### config.mk
export PLATFORM = sky130hd
export DESIGN_NAME = vitals_alarm_escalation_top
export DESIGN_NICKNAME = d
export VERILOG_FILES = /design/src/hw/rtl/vae_pkg.sv /design/src/hw/rtl/vae_cfg_regs.sv /design/src/hw/rtl/vae_core.sv /design/src/hw/rtl/vitals_alarm_escalation_top.sv
export SDC_FILE = /design/constraint.sdc
export NUM_CORES = 1
export LEC_CHECK = 0
export ABC_CLOCK_PERIOD_IN_PS = 13500
export BUFFER_PORTS_ARGS = -buffer_cell sky130_fd_sc_hd__clkbuf_2
export CAP_MARGIN = 20
export CORE_UTILIZATION = 59
export CTS_BUF_LIST = sky130_fd_sc_hd__clkbuf_8
export DETAILED_ROUTE_END_ITERATION = 10
export PLACE_DENSITY_LB_ADDON = 0.05
export SYNTH_ARGS = -nofsm -noshare
export SYNTH_HDL_FRONTEND = slang
export SYNTH_SLANG_ARGS = --single-unit
### constraint.sdc
create_clock -name clk -period 13.5 [get_ports clk]
set_input_delay 1.35 -clock clk [delete_from_list [all_inputs] [get_ports clk]]
set_output_delay 1.35 -clock clk [all_outputs]
set_load 0.02 [all_outputs]
### src/hw/rtl/vae_pkg.sv
// vae_pkg: shared types, constants and helpers for the vitals alarm escalation block
// used by every module under hw/rtl, depends on nothing
package vae_pkg;

  localparam int CFG_INDEX_W = 3;
  localparam int CFG_DATA_W  = 20;

  localparam logic [CFG_INDEX_W-1:0] REG_HEART_THRESHOLD  = 3'd0;
  localparam logic [CFG_INDEX_W-1:0] REG_BREATH_THRESHOLD = 3'd1;
  localparam logic [CFG_INDEX_W-1:0] REG_DEBOUNCE_TIME_MS = 3'd2;
  localparam logic [CFG_INDEX_W-1:0] REG_DISTANCE_GATE_ON = 3'd3;
  localparam logic [CFG_INDEX_W-1:0] REG_MAX_DISTANCE_MM  = 3'd4;

  localparam logic [11:0] HEART_THRESHOLD_RST  = 12'd400;
  localparam logic [9:0]  BREATH_THRESHOLD_RST = 10'd60;
  localparam logic [19:0] DEBOUNCE_TIME_RST    = 20'd15000;
  localparam logic        DISTANCE_GATE_RST    = 1'b1;
  localparam logic [15:0] MAX_DISTANCE_RST     = 16'd1500;

  localparam logic [31:0] PRIMARY_DELAY_MS = 32'd45000;
  localparam logic [31:0] FAMILY_DELAY_MS  = 32'd60000;
  localparam logic [31:0] COOLDOWN_MS      = 32'd30000;
  localparam logic [16:0] ROUND_UP_MS      = 17'd999;

  // floor(y / 1000) = (y * 67109) >> 26, exact for y below 2^16
  localparam logic [16:0] RECIP_1000  = 17'd67109;
  localparam int          RECIP_SHIFT = 26;

  localparam int IN_TDATA_W  = 80;
  localparam int OUT_TDATA_W = 24;

  typedef enum logic [2:0] {
    MODE_IDLE     = 3'd0,
    MODE_DEBOUNCE = 3'd1,
    MODE_PENDING  = 3'd2,
    MODE_WAITING  = 3'd3,
    MODE_COOLDOWN = 3'd4
  } mode_t;

  typedef enum logic [1:0] {
    CMD_TICK         = 2'd0,
    CMD_CANCEL       = 2'd1,
    CMD_PRIMARY_DONE = 2'd2,
    CMD_FAMILY_DONE  = 2'd3
  } cmd_t;

  typedef struct packed {
    logic [11:0] heart_threshold;
    logic [9:0]  breath_threshold;
    logic [19:0] debounce_time_ms;
    logic        distance_gate_on;
    logic [15:0] max_distance_mm;
  } cfg_t;

  typedef struct packed {
    cmd_t        command;
    logic [31:0] now_ms;
    logic [11:0] heart_rate;
    logic        heart_ok;
    logic [9:0]  breath_rate;
    logic        breath_ok;
    logic [15:0] distance_mm;
    logic        distance_ok;
  } item_t;

  typedef struct packed {
    logic [2:0] alarm_state;
    logic [5:0] seconds_to_primary;
    logic [5:0] seconds_to_family;
    logic       primary_due;
    logic       family_due;
  } result_t;

  // whole seconds left, rounded up, zero once the delay has passed
  function automatic logic [5:0] secs_left(input logic [31:0] el, input logic [31:0] delay);
    logic [15:0] rem;
    logic [16:0] y;
    logic [33:0] prod;
    rem  = delay[15:0] - el[15:0];
    y    = {1'b0, rem} + ROUND_UP_MS;
    prod = y * RECIP_1000;
    if (el >= delay) begin
      return 6'd0;
    end
    return prod[RECIP_SHIFT+5:RECIP_SHIFT];
  endfunction

endpackage

### src/hw/rtl/vae_cfg_regs.sv
// vae_cfg_regs: configuration register file written through the cfg channel
// depends on vae_pkg
module vae_cfg_regs (
  input  logic                            clk,
  input  logic                            rst_n,
  input  logic                            wr_en,
  input  logic [vae_pkg::CFG_INDEX_W-1:0] wr_index,
  input  logic [vae_pkg::CFG_DATA_W-1:0]  wr_data,
  output vae_pkg::cfg_t                   cfg
);

  vae_pkg::cfg_t cfg_r;

  always_ff @(posedge clk) begin
    if (!rst_n) begin
      cfg_r.heart_threshold  <= vae_pkg::HEART_THRESHOLD_RST;
      cfg_r.breath_threshold <= vae_pkg::BREATH_THRESHOLD_RST;
      cfg_r.debounce_time_ms <= vae_pkg::DEBOUNCE_TIME_RST;
      cfg_r.distance_gate_on <= vae_pkg::DISTANCE_GATE_RST;
      cfg_r.max_distance_mm  <= vae_pkg::MAX_DISTANCE_RST;
    end else if (wr_en) begin
      unique case (wr_index)
        vae_pkg::REG_HEART_THRESHOLD:  cfg_r.heart_threshold  <= wr_data[11:0];
        vae_pkg::REG_BREATH_THRESHOLD: cfg_r.breath_threshold <= wr_data[9:0];
        vae_pkg::REG_DEBOUNCE_TIME_MS: cfg_r.debounce_time_ms <= wr_data[19:0];
        vae_pkg::REG_DISTANCE_GATE_ON: cfg_r.distance_gate_on <= wr_data[0];
        vae_pkg::REG_MAX_DISTANCE_MM:  cfg_r.max_distance_mm  <= wr_data[15:0];
        default: ;
      endcase
    end
  end

  assign cfg = cfg_r;

endmodule

### src/hw/rtl/vae_core.sv
// vae_core: escalation state registers and the single-pass next-state and result logic
// depends on vae_pkg
module vae_core (
  input  logic             clk,
  input  logic             rst_n,
  input  logic             en,
  input  vae_pkg::cfg_t    cfg,
  input  vae_pkg::item_t   item,
  output vae_pkg::result_t result
);

  vae_pkg::mode_t mode_r, mode_nxt;
  logic [31:0] low_since_r, low_since_nxt;
  logic [31:0] alarm_entered_r, alarm_entered_nxt;
  logic        primary_done_r, primary_done_nxt;
  logic        family_done_r, family_done_nxt;
  logic [31:0] primary_done_at_r, primary_done_at_nxt;
  logic [31:0] cooldown_end_r, cooldown_end_nxt;

  logic        low;
  logic [31:0] cool_diff;
  logic [31:0] el_primary;
  logic [31:0] el_family;
  logic        show_primary;
  logic        show_family;

  assign low = item.heart_ok && item.breath_ok &&
               (item.heart_rate < cfg.heart_threshold) &&
               (item.breath_rate < cfg.breath_threshold) &&
               (!cfg.distance_gate_on ||
                (item.distance_ok && (item.distance_mm <= cfg.max_distance_mm)));

  assign cool_diff = item.now_ms - cooldown_end_r;

  always_comb begin
    mode_nxt            = mode_r;
    low_since_nxt       = low_since_r;
    alarm_entered_nxt   = alarm_entered_r;
    primary_done_nxt    = primary_done_r;
    family_done_nxt     = family_done_r;
    primary_done_at_nxt = primary_done_at_r;
    cooldown_end_nxt    = cooldown_end_r;
    unique case (item.command)
      vae_pkg::CMD_TICK: begin
        unique case (mode_r)
          vae_pkg::MODE_IDLE: begin
            if (low) begin
              low_since_nxt = item.now_ms;
              mode_nxt      = vae_pkg::MODE_DEBOUNCE;
            end
          end
          vae_pkg::MODE_DEBOUNCE: begin
            if (!low) begin
              mode_nxt = vae_pkg::MODE_IDLE;
            end else if ((item.now_ms - low_since_r) >= {12'd0, cfg.debounce_time_ms}) begin
              alarm_entered_nxt = item.now_ms;
              primary_done_nxt  = 1'b0;
              family_done_nxt   = 1'b0;
              mode_nxt          = vae_pkg::MODE_PENDING;
            end
          end
          vae_pkg::MODE_PENDING: begin
            if (!low) begin
              mode_nxt            = vae_pkg::MODE_IDLE;
              low_since_nxt       = '0;
              alarm_entered_nxt   = '0;
              primary_done_nxt    = 1'b0;
              family_done_nxt     = 1'b0;
              primary_done_at_nxt = '0;
              cooldown_end_nxt    = '0;
            end
          end
          vae_pkg::MODE_COOLDOWN: begin
            if (!cool_diff[31]) begin
              mode_nxt            = vae_pkg::MODE_IDLE;
              low_since_nxt       = '0;
              alarm_entered_nxt   = '0;
              primary_done_nxt    = 1'b0;
              family_done_nxt     = 1'b0;
              primary_done_at_nxt = '0;
              cooldown_end_nxt    = '0;
            end
          end
          default: ;
        endcase
      end
      vae_pkg::CMD_CANCEL: begin
        mode_nxt            = vae_pkg::MODE_IDLE;
        low_since_nxt       = '0;
        alarm_entered_nxt   = '0;
        primary_done_nxt    = 1'b0;
        family_done_nxt     = 1'b0;
        primary_done_at_nxt = '0;
        cooldown_end_nxt    = '0;
      end
      vae_pkg::CMD_PRIMARY_DONE: begin
        primary_done_nxt    = 1'b1;
        primary_done_at_nxt = item.now_ms;
        mode_nxt            = vae_pkg::MODE_WAITING;
      end
      vae_pkg::CMD_FAMILY_DONE: begin
        family_done_nxt  = 1'b1;
        cooldown_end_nxt = item.now_ms + vae_pkg::COOLDOWN_MS;
        mode_nxt         = vae_pkg::MODE_COOLDOWN;
      end
      default: ;
    endcase
  end

  assign el_primary   = item.now_ms - alarm_entered_nxt;
  assign el_family    = item.now_ms - primary_done_at_nxt;
  assign show_primary = (mode_nxt == vae_pkg::MODE_PENDING) && !primary_done_nxt;
  assign show_family  = (mode_nxt == vae_pkg::MODE_WAITING) && !family_done_nxt;

  always_comb begin
    result.alarm_state        = mode_nxt;
    result.seconds_to_primary = show_primary ?
                                vae_pkg::secs_left(el_primary, vae_pkg::PRIMARY_DELAY_MS) : 6'd0;
    result.seconds_to_family  = show_family ?
                                vae_pkg::secs_left(el_family, vae_pkg::FAMILY_DELAY_MS) : 6'd0;
    result.primary_due        = show_primary && (el_primary >= vae_pkg::PRIMARY_DELAY_MS);
    result.family_due         = show_family && (el_family >= vae_pkg::FAMILY_DELAY_MS);
  end

  always_ff @(posedge clk) begin
    if (!rst_n) begin
      mode_r            <= vae_pkg::MODE_IDLE;
      low_since_r       <= '0;
      alarm_entered_r   <= '0;
      primary_done_r    <= 1'b0;
      family_done_r     <= 1'b0;
      primary_done_at_r <= '0;
      cooldown_end_r    <= '0;
    end else if (en) begin
      mode_r            <= mode_nxt;
      low_since_r       <= low_since_nxt;
      alarm_entered_r   <= alarm_entered_nxt;
      primary_done_r    <= primary_done_nxt;
      family_done_r     <= family_done_nxt;
      primary_done_at_r <= primary_done_at_nxt;
      cooldown_end_r    <= cooldown_end_nxt;
    end
  end

endmodule

### src/hw/rtl/vitals_alarm_escalation_top.sv
// vitals_alarm_escalation_top: input register, escalation core, result register
// data path: an item's result is registered as the item leaves the input register
// throughput: one item per cycle unless out_tready stalls, set by the vae_core pass
// reset: synchronous active-low rst_n empties both registers, sets state to idle
// and loads the default thresholds; config writes are taken every cycle
// depends on vae_pkg, vae_cfg_regs, vae_core
module vitals_alarm_escalation_top (
  input  logic                             clk,
  input  logic                             rst_n,
  input  logic                             in_tvalid,
  output logic                             in_tready,
  // now_ms, heart_rate, heart_ok, breath_rate, breath_ok, distance_mm, distance_ok
  input  logic [vae_pkg::IN_TDATA_W-1:0]   in_tdata,
  // command
  input  logic [1:0]                       in_tuser,
  output logic                             out_tvalid,
  input  logic                             out_tready,
  // alarm_state, seconds_to_primary, seconds_to_family, primary_due, family_due
  output logic [vae_pkg::OUT_TDATA_W-1:0]  out_tdata,
  input  logic                             cfg_valid,
  output logic                             cfg_ready,
  input  logic [vae_pkg::CFG_INDEX_W-1:0]  cfg_index,
  input  logic [vae_pkg::CFG_DATA_W-1:0]   cfg_data
);

  vae_pkg::cfg_t    cfg;
  vae_pkg::item_t   item_r;
  vae_pkg::result_t result;
  logic             in_valid_r;
  logic             out_valid_r;
  logic [vae_pkg::OUT_TDATA_W-1:0] out_tdata_r;
  logic             advance;

  assign cfg_ready = 1'b1;

  vae_cfg_regs u_cfg (
    .clk      (clk),
    .rst_n    (rst_n),
    .wr_en    (cfg_valid && cfg_ready),
    .wr_index (cfg_index),
    .wr_data  (cfg_data),
    .cfg      (cfg)
  );

  assign advance   = in_valid_r && (!out_valid_r || out_tready);
  assign in_tready = !in_valid_r || advance;

  always_ff @(posedge clk) begin
    if (!rst_n) begin
      in_valid_r <= 1'b0;
    end else if (in_tready) begin
      in_valid_r <= in_tvalid;
    end
  end

  always_ff @(posedge clk) begin
    if (in_tready && in_tvalid) begin
      item_r.command     <= vae_pkg::cmd_t'(in_tuser);
      item_r.now_ms      <= in_tdata[31:0];
      item_r.heart_rate  <= in_tdata[43:32];
      item_r.heart_ok    <= in_tdata[44];
      item_r.breath_rate <= in_tdata[54:45];
      item_r.breath_ok   <= in_tdata[55];
      item_r.distance_mm <= in_tdata[71:56];
      item_r.distance_ok <= in_tdata[72];
    end
  end

  vae_core u_core (
    .clk    (clk),
    .rst_n  (rst_n),
    .en     (advance),
    .cfg    (cfg),
    .item   (item_r),
    .result (result)
  );

  always_ff @(posedge clk) begin
    if (!rst_n) begin
      out_valid_r <= 1'b0;
    end else if (!out_valid_r || out_tready) begin
      out_valid_r <= in_valid_r;
    end
  end

  always_ff @(posedge clk) begin
    if (advance) begin
      out_tdata_r <= {7'd0, result.family_due, result.primary_due,
                      result.seconds_to_family, result.seconds_to_primary,
                      result.alarm_state};
    end
  end

  assign out_tvalid = out_valid_r;
  assign out_tdata  = out_tdata_r;

endmodule
; Word-level counts from Yosys, hierarchy flattened
; Index checks and enable logic that the tools add are counted.
[word_totals]
input_bits = 110
out_inout_bits = 27
word_cells = 132
reg_bits = 286
[classes]
eq_ne = 17
magnitude_cmp = 6
n_reduce_logical = 31
n_addsub = 9
muxes = 42
n_mul = 2
[op_table]
columns = op, n
row1 = 32-bit case mux with 3 select lines, 4
row2 = 32-bit 2-to-1 mux, 9
row3 = 32-bit case mux with 2 select lines, 4
row4 = 32-bit subtractor, 4
row5 = 32-bit by 16-bit >= comparator with 1-bit output (second input constant), 2
row6 = 17-bit by 17-bit multiplier with 32-bit output (second input constant), 2
row7 = 16-bit by 10-bit adder with 17-bit output (second input constant), 2
row8 = 32-bit by 15-bit adder with 32-bit output (second input constant), 1
row9 = 32-bit by 20-bit >= comparator with 1-bit output, 1
row10 = 16-bit subtractor (first input constant), 2
row11 = 6-bit 2-to-1 mux, 4
row12 = 3-bit case mux with 4 select lines, 2
row13 = 16-bit <= comparator, 1
row14 = 3-bit by 2-bit == test with 1-bit output (second input constant), 5
row15 = 3-bit 2-to-1 mux, 5
row16 = 12-bit < comparator, 1
row17 = 1-bit case mux with 3 select lines, 4
row18 = 1-bit logical AND, 11
row19 = 10-bit < comparator, 1
row20 = 1-bit 2-to-1 mux, 10
row21 = 2-bit AND reduction, 5
row22 = 3-bit inequality test (second input constant), 3
row23 = 3-bit by 1-bit == test with 1-bit output (second input constant), 2
row24 = 3-bit == test (second input constant), 2
row25 = other kinds (12), 20

; Depth between registers and ports, before layout
[logic_depth]
depth_word = 12
mapped_depth = 60
depth_no_buf = 58

; By module
; From an unflattened synthesis, not the netlist that was laid out.
[unflattened]
hier_cells = 3104
area_unflattened_um2 = 27256.1
[by_module_without_submodules]
columns = module, area_each_um2, n_inst, seq_area_each_um2, cells_each
row1 = vae_core, 21962.3, 1, 2662.6, 2759
row2 = vitals_alarm_escalation_top, 2934.1, 1, 2802.7, 111
row3 = vae_cfg_regs, 2359.8, 1, 1181.1, 234

; Least setup slack after synthesis
; Ideal clock, no wire load.
[synth_timing]
path_type = register -> register
start = reg item_r[41] in the netlist's numbering
end = reg out_tdata_r, in the netlist out_tdata[8] (data pin)
arrival_ps = 11859
path_slack_ps = 1374
path_stages_with_launch = 57
t_required_ps = 13233
period_less_slack_ps = 12126
path_cell_list = edfxtp_1 inv_1 ha_1 inv_1 fa_1 a21o_2 a22o_1 o21ai_0 nor2_1 nor2_1 nor2_1 nor2_1 xnor2_1 ha_1 a21oi_1 nor2b_1 nor4_1 nand3_1 [21 not listed] ha_1 fa_1 inv_1 fa_1 inv_1 ha_1 a21o_1 a21o_1 a21o_1 a211oi_1 o21a_1 o2111ai_1 a21oi_1 o21bai_1 a21oi_1 o21bai_1 xnor2_1 nor3_1
[synth_via]
elab_chain_cells = 11
word_cells_on_any_way = 28
classes_between = add/sub (5) / mul (1) / order compare (2) / eq/ne (1) / mux (17) / reduce/logical (2)
[synth_rtl]
columns = element, line_no
row1 = start: declaration, vitals_alarm_escalation_top.sv:27  ; vae_pkg::item_t item_r;
row2 = 32-bit subtractor, vae_core.sv:55  ; end else if ((item.now_ms - low_since_r) >= {12'd0, cfg.debounce_time_ms}) begin
row3 = 32-bit by 20-bit >= comparator with 1-bit output, vae_core.sv:55
row4 = 32-bit 2-to-1 mux, vae_core.sv:55
row5 = 32-bit 2-to-1 mux, vae_core.sv:53  ; if (!low) begin
row6 = 32-bit case mux with 3 select lines, vae_core.sv:45  ; unique case (mode_r)
row7 = 32-bit case mux with 2 select lines, vae_core.sv:43  ; unique case (item.command)
row8 = 32-bit subtractor, vae_core.sv:110  ; assign el_primary = item.now_ms - alarm_entered_nxt;
row9 = 16-bit subtractor, vae_pkg.sv:79  ; rem = delay[15:0] - el[15:0];
row10 = 16-bit by 10-bit adder with 17-bit output, vae_pkg.sv:80  ; y = {1'b0, rem} + ROUND_UP_MS;
row11 = 17-bit by 17-bit multiplier with 32-bit output, vae_pkg.sv:81  ; prod = y * RECIP_1000;
row12 = 6-bit 2-to-1 mux, vae_pkg.sv:85  ; return prod[RECIP_SHIFT+5:RECIP_SHIFT];
row13 = end signal: assignment, vitals_alarm_escalation_top.sv:88  ; out_tdata_r <= {7'd0, result.family_due, result.primary_due,
row14 = end: declaration, vitals_alarm_escalation_top.sv:31  ; logic [vae_pkg::OUT_TDATA_W-1:0] out_tdata_r;
; Parallel ways exist; a longest one is shown, timed or not.
; A chain may end at the register's enable or synchronous reset.

; Worst setup path after layout
[layout_timing]
start = reg item_r[41] in the netlist's numbering
end = reg out_tdata_r, in the netlist out_tdata[8] (data pin)
[layout_via]
elab_chain_cells = 11
word_cells_on_any_way = 28
classes_between = add/sub (5) / mul (1) / order compare (2) / eq/ne (1) / mux (17) / reduce/logical (2)
[layout_rtl]
columns = element, line_no
row1 = 32-bit subtractor, vae_core.sv:55
row2 = 32-bit by 20-bit >= comparator with 1-bit output, vae_core.sv:55
row3 = 32-bit 2-to-1 mux, vae_core.sv:55
row4 = 32-bit 2-to-1 mux, vae_core.sv:53
row5 = 32-bit case mux with 3 select lines (*), vae_core.sv:45
row6 = 32-bit case mux with 2 select lines (*), vae_core.sv:43
row7 = named net u_core.alarm_entered_nxt[0], vae_core.sv:14  ; logic [31:0] alarm_entered_r, alarm_entered_nxt;
row8 = 32-bit subtractor (*), vae_core.sv:110
row9 = 16-bit subtractor, vae_pkg.sv:79
row10 = 16-bit by 10-bit adder with 17-bit output, vae_pkg.sv:80
row11 = 17-bit by 17-bit multiplier with 32-bit output, vae_pkg.sv:81
row12 = 6-bit 2-to-1 mux (*), vae_pkg.sv:85
; Mark *: on every way through the listed nets, which the timed path passes. The rest lies on a longest branch.

==> results.yml <==
critical_path:
  critPathMaxStageDelay_ns: 0.55
  worstSetupPathType: "register to register"
  cp.arrival_ns: 13.03
  startpoint_type: "register"
  critPathMaxFanout: 6
  end_kind: "register"
  required_ns: 13.85
  slowest_stage: "fa_1"
pwr:
  p_comb_share_pct: 78.1
  p_int_mw: 4.31
  seq_power_share_pct: 11.3
  switching_share_pct: 48.5
  power.density_nw_per_um2: 278
  p_leak_nw: 13.4
  power.switching_mw: 4.06
  ir_drop_mv: 0.994
  clkPwrFrac_pct: 10.7
route:
  avgViaCountPerCell: 5.91
  drc: 0
  ant_nets: 0
  firstDrtPassIters: 6
  vias: 23111
  drt-wirelength-per-cell_microns: 18.0
  drt-initial-drc-count: 1459
  wl_mm: 70.3
clock_tree:
  postCtsHoldBufs: 0
  clk_pin_slew_ns: 0.06
  cts.sink_count: 286
  cts_tree: "yes"
  htreeDepth: 2
  ctsRootBufferMaster: "clkbuf_8"
  clock_latency_ns: 0.66
  clock_path_buffers: 3
  cts_inserted_buffers: 51
synthesis:
  yosysUniqueCellTypes: 108
  syn_inst: 3154
  synth-edff-count: 92
  synth-seq-cells: 286
  netlist.area_leader.share_pct: 20.7
  ys_top_cells_by_area: "ha_1, dfxtp_1, edfxtp_1"
  yosysSeqAreaShare_pct: 24.1
  syn_area_sq_um: 27600
  async_flop_share_pct: 0
  synth_ff_type: "dfxtp_1"
  yosys_warnings: 0
  synth_area_per_cell_sq_um: 8.74
  yosysTopAreaCell: "ha_1"
cells_and_area:
  n_fill_cell: 3945
  layout-drive-gt1-share_pct: 10.8
  area_delta_synth_final_pct: 9.20
  final_nets: 3922
  seqCellArea_sq_um: 6650
  final_area_sq_um: 30100
  diodes: 0
  multiInputGateArea_sq_um: 19100
sta:
  min_period_over_period_pct: 93.9
  min_period_ns: 12.68
  fin_hold_ws_ns: 0.458
  setup_slack_ns: 0.821
  fmax_mhz: 78.9
  slew_headroom_pct: 27.1
  worst_pin_slew_ns: 1.08
  finalMaxSlewViolations: 0
  fin_worst_skew_ns: 0.0565
  hold_violations: 0
  finalSetupViolCount: 0
global_routing:
  grt_max_degree: 129
  grt_pass1_wl_mm: 113
  grt_use_total_pct: 29.5
  antenna_found_initial: 0
  grt_pass1_vias: 22737
  grt-ovfl-total: 0
placement:
  hpwlAfterDp_mm: 53.9
  place_ws_ns: 0.481
  io_buffer_count: 121
  placed_cell_area_sq_um: 28800
  place_congestion: 0.974
floorplan:
  io-pin-count: 137
  fp.dieH_microns: 218
  rows: 78
  die_w_microns: 218
  dieArea_sq_um: 47600
  start_util_pct: 60.2
  coreArea_sq_um: 45800
run:
  max_cap_viol_count: 0
worst_hold_path:
  hp-class: "register to register"
run_status:
  status: "finished clean"
[cell usage after synthesis (30+ instances only)]
cell      count
a21boi_0     81
a21o_1       51
a21oi_1     139
a22oi_1      62
clkbuf_1     95
dfxtp_1     194
edfxtp_1     92
fa_1         87
ha_1        455
inv_1       358
mux2i_1      40
nand2_1     280
nand2b_1     59
nand3_1     118
nand4_1      46
nor2_1      147
nor2b_1      57
nor3_1       40
o211a_1      36
o211ai_1     39
o21a_1       30
o21ai_0     137
xnor2_1      88
xor2_1       52
[state kept, by name, indices dropped and copies added, names as in the netlist]
name                      cells
u_core.alarm_entered_r       32
u_core.low_since_r           32
u_core.primary_done_r         1
item_r                       75
out_tvalid                    1
u_core.mode_r                 3
out_tdata                    17
u_core.primary_done_at_r     32
u_core.cooldown_end_r        32
in_valid_r                    1
u_core.family_done_r          1
u_cfg.cfg                    59
[what timing repair did]
| item | CTS | global route |
|---|---|---|
| setup buffers | 0 | 5 |
| resized for setup | 0 | 21 |
| setup endpoints to repair | 0 | 5 |
[layout by cell type (no fill, tap or decap), types with 16 or more instances in the layout]
master and instances:
a21oi_1 136, nand3_1 118, a21boi_0 81, a22oi_1 62, ha_1 454, edfxtp_1 92
o21ai_0 136, nor2_1 145, o211a_1 36, nor2b_1 56, inv_1 366, fa_1 87
o21a_1 30, o211ai_1 39, mux2i_1 40, a21o_1 51, a31oi_1 18, nor3_1 40
nand4_1 46, o21bai_1 16, and3_1 26, a211oi_1 18, dfxtp_1 194, nand2_1 280
clkbuf_8 55, clkbuf_2 120, xor2_1 50, buf_4 69, xnor2_1 85, nand2b_1 59
[metrics by stage]
stage	utilization, %	TNS, ns	cells	total power [mW]
2_1_floorplan	-	0	3160	5.82
3_3_place_gp	63.0	0	3810	7.11
3_5_place_dp	63.0	0	3811	7.50
4_1_cts	65.4	0	3906	8.50
5_1_grt	65.8	-0.000474	3912	9.50
6_report	65.8	0	3912	8.38
[worst paths after layout]
path	start	endpoint	slack [ns]	depth (start not counted)
setup reg to reg	item_r[41]	out_tdata[8]	0.82	57
hold reg to reg	u_core.alarm_entered_r[9]	u_core.alarm_entered_r[9]	0.46	2
setup / recovery	item_r[41]	out_tdata[8]	0.82	57
hold / removal	u_core.alarm_entered_r[9]	u_core.alarm_entered_r[9]	0.46	2
[power groups by stage]
stage	registers [mW]	clock network (mW)	logic, mW
final	0.946	0.892	6.54
after global routing	0.948	0.948	7.60
after CTS	0.945	0.913	6.64
after detailed placement	0.963	0	6.53
after global placement	0.963	0	6.15
after floorplan	0.961	0	4.86
[area by class of cell]
cell class	count	share of cell area, %
Sequential cell	286	22.1
Multi-Input combinational cell	2378	63.4
Clock inverter	40	1.18
Inverter	361	4.50
Timing Repair Buffer	192	3.86
Clock buffer	55	2.51
Tap cell	600	2.49
[cells by family (layout without fill, tap and decap cells)]
kind of cell               after synthesis  count (layout)  share of synthesized area (%)
and+or+nand+nor                        884             885                           16.1
AOI/OAI and AO/OA                      752             752                           19.1
adders and majority gates              543             543                           27.0
buffers and inverters                  497             648                           7.22
DFF                                    286             286                           24.1
xor gates and xnor gates               146             146                           4.85
muxes                                   44              44                           1.62
other                                    2               8                         0.0272
[per-layer routing]
metal	track usage, %	routed length (microns)	vias to the layer above
met4	11.8	2420	0
li1	-	-	11398
met3	3.17	3500	142
met2	51.0	33500	642
met1	37.4	30800	10929
met5	0	0	-
[critical path: cells and delay by family (launching register included)]
| kind | cells | cell delay, ns |
|---|---|---|
| adders and majority gates | 11 | 4.10 |
| AOI/OAI and AO/OA | 20 | 3.96 |
| and+or+nand+nor | 13 | 2.43 |
| xor gates and xnor gates | 5 | 0.87 |
| buffers and inverters | 8 | 0.60 |
| DFF | 1 | 0.40 |
(Power assumes the default switching activity.)
